===== src/rtl/tpmbl_ram.sv =====
module tpmbl_ram #(
  parameter int WIDTH = 8,
  parameter int DEPTH = 16
) (
  input  logic                     clk_i,
  input  logic                     we_i,
  input  logic [$clog2(DEPTH)-1:0] waddr_i,
  input  logic [WIDTH-1:0]         wdata_i,
  input  logic [$clog2(DEPTH)-1:0] raddr_i,
  output logic [WIDTH-1:0]         rdata_o
);

  logic [WIDTH-1:0] mem [DEPTH];

  always_ff @(posedge clk_i) begin
    if (we_i) begin
      mem[waddr_i] <= wdata_i;
    end
    rdata_o <= mem[raddr_i];
  end

endmodule


===== config.mk =====
export PLATFORM = sky130hd
export DESIGN_NAME = tpmbl_ram
export DESIGN_NICKNAME = d
export VERILOG_FILES = /design/src/rtl/tpmbl_ram.sv
export SDC_FILE = /design/constraint.sdc
export NUM_CORES = 1
export LEC_CHECK = 0
export BUFFER_PORTS_ARGS = -buffer_cell sky130_fd_sc_hd__buf_2
export CORE_AREA = 5 5 102 104
export CTS_BUF_LIST = sky130_fd_sc_hd__clkbuf_4 sky130_fd_sc_hd__clkbuf_8 sky130_fd_sc_hd__clkbuf_16
export DETAILED_ROUTE_END_ITERATION = 8
export DIE_AREA = 0 0 107 109
export MAX_ROUTING_LAYER = met4
export PLACE_DENSITY = 0.73
export SYNTH_ARGS = -nofsm -noshare
export SYNTH_HDL_FRONTEND = slang
export SYNTH_SLANG_ARGS = --single-unit

===== constraint.sdc =====
create_clock -name clk_i -period 5.4 [get_ports clk_i]
set_clock_uncertainty 0.2 [all_clocks]
set_input_delay 1.08 -clock clk_i [delete_from_list [all_inputs] [get_ports clk_i]]
set_output_delay 1.08 -clock clk_i [all_outputs]
set_load 0.02 [all_outputs]

==> results.cfg, run 1 <==
[run_status]
run_status = completed

[detailed_routing]
postRouteAntennaNets = 0
drc_viols = 0
drt-pass1-iter-count = 4
route.vias.total = 2365
wl_per_cell_um = 23.7
avgViaCountPerCell = 6.03
drt_iter0_drc = 192
routed_wirelength_mm = 9.30

[worst_setup_path]
cpPeakStageDelay_ns = 0.77
path_depth = 4
crit_path_end_kind = register
critPathLaunchType = input port
worst-endpoint-required_ns = 5.59
crit_path_top_delay_cell = sky130_fd_sc_hd__buf_2
cp.buffers_inverters = 1
worstPathCellList = buf_2, mux4_1, a22oi_1, nand2_1
worst_reg2reg_path_length_in_cells = 3
path_class = input port to register
critical_path.top_delay_family = buffers and inverters
timing.critical_path.arrival_ns = 2.92
path_max_fanout = 32

[power]
static_power_due_to_leakage_nw = 2.01
comb_power_share_pct = 4.5
internal-power_mw = 1.95
max-vdd-ir-drop_v = 0.000253
p_clk_share_pct = 46.0
p_per_cell_area_mw_per_mm2 = 404
net-switching-power_mw = 0.451
switching_share_pct = 18.8
seq_power_share_pct = 49.5

[sta]
rsz0062_at_grt = false
sum_of_negative_setup_slack_ns = 0
fmax_ghz = 0.366
maxSlewViolCount = 0
timing.final.hold_violations = 0
worst_slew_margin_rel_pct = 18.6
setup_viol_count_final = 0
final.period_utilization_pct = 50.6
actual_slew_at_the_worst_max_slew_pin_ns = 1.21
post-route-min-period_ns = 2.73

[global_routing]
grtUsageTotal_pct = 18.1
number_of_global_route_vias_before_repair = 2404
antenna_found_initial = 0
grt-ovfl-total = 0
grt_start_max_net_pins = 33
grt_first_pass_wirelength_mm = 14.2

[flow_run]
maxCapViolations = 0

[place]
dp.final_hpwl_mm = 5.59
gp_congestion = 0.758
placement.io_buffers = 25

[final_layout]
final_layout_size_suffix_gt1_share_pct = 28.1
fillers = 629
layout-area-overhead-vs-synth_pct = 15.4
final_cell_mix = sky130_fd_sc_hd__edfxtp_1 (128), sky130_fd_sc_hd__buf_2 (25), sky130_fd_sc_hd__mux4_2 (18)
leading_cell_type_in_the_layout_fill_and_taps_excluded = sky130_fd_sc_hd__edfxtp_1
antenna_cells = 0
finish.utilization_pct = 62.8
nets = 284

[clocking]
cts_tree = yes
clk_pin_slew_worst_paths_ns = 0.06
cts_buffer_depth = 2
postCtsHoldBufs = 0
cts_resized = 0
post-cts-setup-buffer-count = 0
ctsHtreeMaxLevel = 4
clkSinkCount = 136
clock_latency_ns = 0.51
clockRootBuffer = sky130_fd_sc_hd__clkbuf_8
cts_buffers = 17

[die]
core_region_area_mm2 = 0.00946
fp-row-count = 36
i_o_pins = 26
die_y_um = 109
initial_core_util_pct = 54.4
die_width_um = 107
die_area_mm2 = 0.0117

[yosys]
net_count_after_synthesis = 247
syn_area_mm2 = 0.00515
yosysSeqAreaShare_pct = 77.8
ys_ff_latch = 136
avgSynthCellArea_um2 = 22.5
netlist-cell-type-count = 19
synth_cells = 229
yosysWarningCount = 0

[worst_hold_path]
min-delay-path-class = register to register
hold_depth = 3
[cell usage after synthesis (all sizes together)]
cell,instances,area (um2)
nand3,1,5.00
nor2,13,48.8
nand2b,2,12.5
dfxtp,8,160
buf,7,56.3
edfxtp,128,3840
clkdlybuf4s25,3,30.0
or3b,1,8.76
nor2b,1,6.26
a22oi,16,120
and2,1,6.26
nand3b,2,15.0
nor3,4,20.0
nand2,9,33.8
mux4,32,773
and2b,1,7.51
[power groups by stage]
stage / Combinational (mW) / Sequential, mW / Clock, mW
3_5_place_dp: 0.109 / 1.21 / 0
3_3_place_gp: 0.108 / 1.21 / 0
4_1_cts: 0.110 / 1.19 / 1.11
5_1_grt: 0.118 / 1.19 / 1.16
6_report: 0.109 / 1.19 / 1.10
2_1_floorplan: 0.0599 / 1.22 / 0
[path summary, 6_finish.rpt]
| path | from | to | slack, ns |
|---|---|---|---|
| worst min-delay path | mem[7][1]$_DFFE_PP_ | rdata_o[1]$_DFF_P_ | 0.46 |
| worst min register to register | mem[7][1]$_DFFE_PP_ | rdata_o[1]$_DFF_P_ | 0.46 |
| worst max-delay path | raddr_i[0] | rdata_o[3]$_DFF_P_ | 2.67 |
| worst max register to register | mem[1][3]$_DFFE_PP_ | rdata_o[3]$_DFF_P_ | 3.83 |
[cell families (layout without fill, tap and decap cells)]
| kind of cell | count (synthesis) | count (layout) | synth area share, % |
|---|---|---|---|
| buffers and inverters | 10 | 59 | 1.68 |
| muxes | 32 | 32 | 15.0 |
| DFF | 136 | 136 | 77.8 |
| AOI/OAI and AO/OA | 16 | 16 | 2.33 |
| and+or+nand+nor | 35 | 35 | 3.18 |
[worst min-delay path: cells and delay by family (launching register included)]
| kind | cells | cell delay (ns) |
|---|---|---|
| multiplexers | 1 | 0.21 |
| AO/OA/AOI/OAI | 1 | 0.06 |
| AND/OR/NAND/NOR | 1 | 0.06 |
| flip-flops | 1 | 0.31 |
[through the flow]
stage	area [um2]	total power, mW	hold slack (ns)	worst slack, ns	cells
finish	5940	2.40	0.463	2.67	392
floorplan	5150	1.28	0.429	2.63	229
global placement	5350	1.32	0.451	2.11	361
CTS	5940	2.41	0.467	2.64	392
detailed placement	5350	1.32	0.457	2.12	361
global route	5940	2.47	0.491	2.51	392
[registers in the layout (all words and copies together) (netlist names)]
name     count
rdata_o      8
mem        128
[layer usage]
layer | global-route usage (%) | up-vias | share of wire, %
met1 | 24.0 | 1193 | 40
met3 | 4.38 | 13 | 8.2
li1 | - | 1049 | -
met2 | 27.6 | 110 | 50
met5 | - | - | 0
met4 | 7.40 | 0 | 1.6
[area by class of cell]
type / instances / area, um2 / share of cell area [%]
clock inverter: 2 / 35.0 / 0.590
multi-input combinational: 83 / 1060 / 17.8
timing repair buffer: 28 / 148 / 2.49
tap: 114 / 143 / 2.40
clock buffer: 29 / 554 / 9.33
sequential: 136 / 4000 / 67.4
Note: power is estimated with default switching activity, not from simulation.
==> run 2, diff against run 1 <==
==> constraint.sdc (replaced) <==
create_clock -name clk_i -period 2.56 [get_ports clk_i]
set_clock_uncertainty 0.2 [all_clocks]
set_input_delay 0.512 -clock clk_i [delete_from_list [all_inputs] [get_ports clk_i]]
set_output_delay 0.512 -clock clk_i [all_outputs]
set_load 0.02 [all_outputs]
==> results.cfg, run 2 (synthesized netlist as in run 1, its figures left out) <==
[sta]
setup_viol_count_final = 0
maxSlewViolCount = 0
rsz0062_at_grt = false
final.period_utilization_pct = 68.3
actual_slew_at_the_worst_max_slew_pin_ns = 0.558
worst_slew_margin_rel_pct = 62.7
timing.final.hold_violations = 0
fmax_ghz = 0.572
sum_of_negative_setup_slack_ns = 0
post-route-min-period_ns = 1.75

[worst_setup_path]
critPathLaunchType = register
r2r_start = mem[1][2]$_DFFE_PP_
timing.critical_path.arrival_ns = 1.04
path_max_fanout = 1
critPathLaunch = rdata_o[7]$_DFF_P_
path_class = register to output pin
cpPeakStageDelay_ns = 0.35
critical_path.top_delay_family = flip-flops
setup.reg_to_reg.worst_slack_ns = 0.98
crit_path_top_delay_cell = sky130_fd_sc_hd__dfxtp_1
cp.buffers_inverters = 1
crit_path_end_kind = output pin
worstPathCellList = buf_2
worst-endpoint-required_ns = 1.85

[flow_run]
maxCapViolations = 0

[power]
static_power_due_to_leakage_nw = 2.10
max-vdd-ir-drop_v = 0.000492
switching_share_pct = 19.9
p_clk_share_pct = 46.6
internal-power_mw = 4.13
p_per_cell_area_mw_per_mm2 = 845
net-switching-power_mw = 1.02
comb_power_share_pct = 4.8
seq_power_share_pct = 48.6

[clocking]
cts_tree = yes
clk_pin_slew_worst_paths_ns = 0.06
ctsHtreeMaxLevel = 4
postCtsHoldBufs = 0
cts_buffers = 17
clock_latency_ns = 0.51
clkSinkCount = 136
cts_resized = 0
post-cts-setup-buffer-count = 0
cts_buffer_depth = 2
clockRootBuffer = sky130_fd_sc_hd__clkbuf_8

[final_layout]
register_area_mm2 = 0.00400
fillers = 620
largestRegisters = mem x128, rdata_o x8
leading_cell_type_in_the_layout_fill_and_taps_excluded = sky130_fd_sc_hd__edfxtp_1
final_layout_size_suffix_gt1_share_pct = 32.4
flip_flop_count_of_the_largest_register_all_copies_and_words_added = 128
layout-area-overhead-vs-synth_pct = 18.6
final_cell_mix = sky130_fd_sc_hd__edfxtp_1 (128), sky130_fd_sc_hd__buf_2 (25), sky130_fd_sc_hd__mux4_2 (18), sky130_fd_sc_hd__buf_4 (18)
largest-register = mem
nets = 301
non_filler_instances = 410
multiInputGateArea_mm2 = 0.00106
postLayoutCellArea_mm2 = 0.00610
antenna_cells = 0

[die]
die_area_mm2 = 0.0117
die_y_um = 109
i_o_pins = 26
die_width_um = 107
initial_core_util_pct = 54.4
fp-row-count = 36
core_region_area_mm2 = 0.00946

[global_routing]
antenna_found_initial = 0
grt_first_pass_wirelength_mm = 15.3
number_of_global_route_vias_before_repair = 2540
grtUsageTotal_pct = 19.6
grt-ovfl-total = 0
grt_start_max_net_pins = 33

[place]
dp_cells = 378
dp.final_hpwl_mm = 6.27
placement.io_buffers = 25
gp_congestion = 0.777
placedInstanceArea_mm2 = 0.00550

[detailed_routing]
drt-pass1-iter-count = 4
drc_viols = 0
wl_per_cell_um = 24.5
drt_iter0_drc = 165
avgViaCountPerCell = 5.94
route.vias.total = 2436
postRouteAntennaNets = 0
routed_wirelength_mm = 10.0

[worst_hold_path]
min-delay-path-class = input port to register
min_from = wdata_i[5]

[run_status]
run_status = completed
==> run 2: final cells by class <==
cell class                 instances  area share, %
sequential                       136           65.6
multi-input combinational         83           17.3
clock buffer                      20           7.36
timing repair buffer              45           4.92
clock inverter                    12           2.46
tap                              114           2.34
==> run 2: metal layers <==
layer  vias to the layer above  track usage [%]  wire length, um
met3                         8             5.03              576
met2                        98             31.1             5160
met4                         0             6.85              102
met5                         -                -                0
li1                       1080                -                -
met1                      1250             25.0             4200
==> run 2: worst reg2reg max path, stage by stage, from the launching register on <==
cell and delay (ns):
sky130_fd_sc_hd__edfxtp_1 0.35, sky130_fd_sc_hd__mux4_1 0.50, sky130_fd_sc_hd__a22oi_1 0.34, sky130_fd_sc_hd__nand2_1 0.08
==> run 2: final timing paths <==
check	endpoint	cells after the start
max	rdata_o[7]	1
min	mem[7][5]$_DFFE_PP_	1
max reg2reg	rdata_o[2]$_DFF_P_	3
min reg2reg	rdata_o[2]$_DFF_P_	3
==> run 2: metrics by stage <==
stage                     total power [mW]  worst slack (ns)  utilization (%)  hold slack, ns
after floorplan                       2.69             0.355                -           0.411
final                                 5.16             0.811             64.5           0.174
after global placement                2.79             0.373             58.2           0.451
after CTS                             5.20             0.776             64.5           0.155
after detailed placement              2.80             0.368             58.2           0.461
after global routing                  5.32             0.760             64.5           0.176
==> run 2: power groups by stage <==
stage | clock [mW] | combinational (mW) | sequential [mW]
finish | 2.40 | 0.246 | 2.51
CTS | 2.44 | 0.251 | 2.51
detailed placement | 0 | 0.248 | 2.55
floorplan | 0 | 0.126 | 2.56
global placement | 0 | 0.242 | 2.55
global route | 2.54 | 0.266 | 2.51
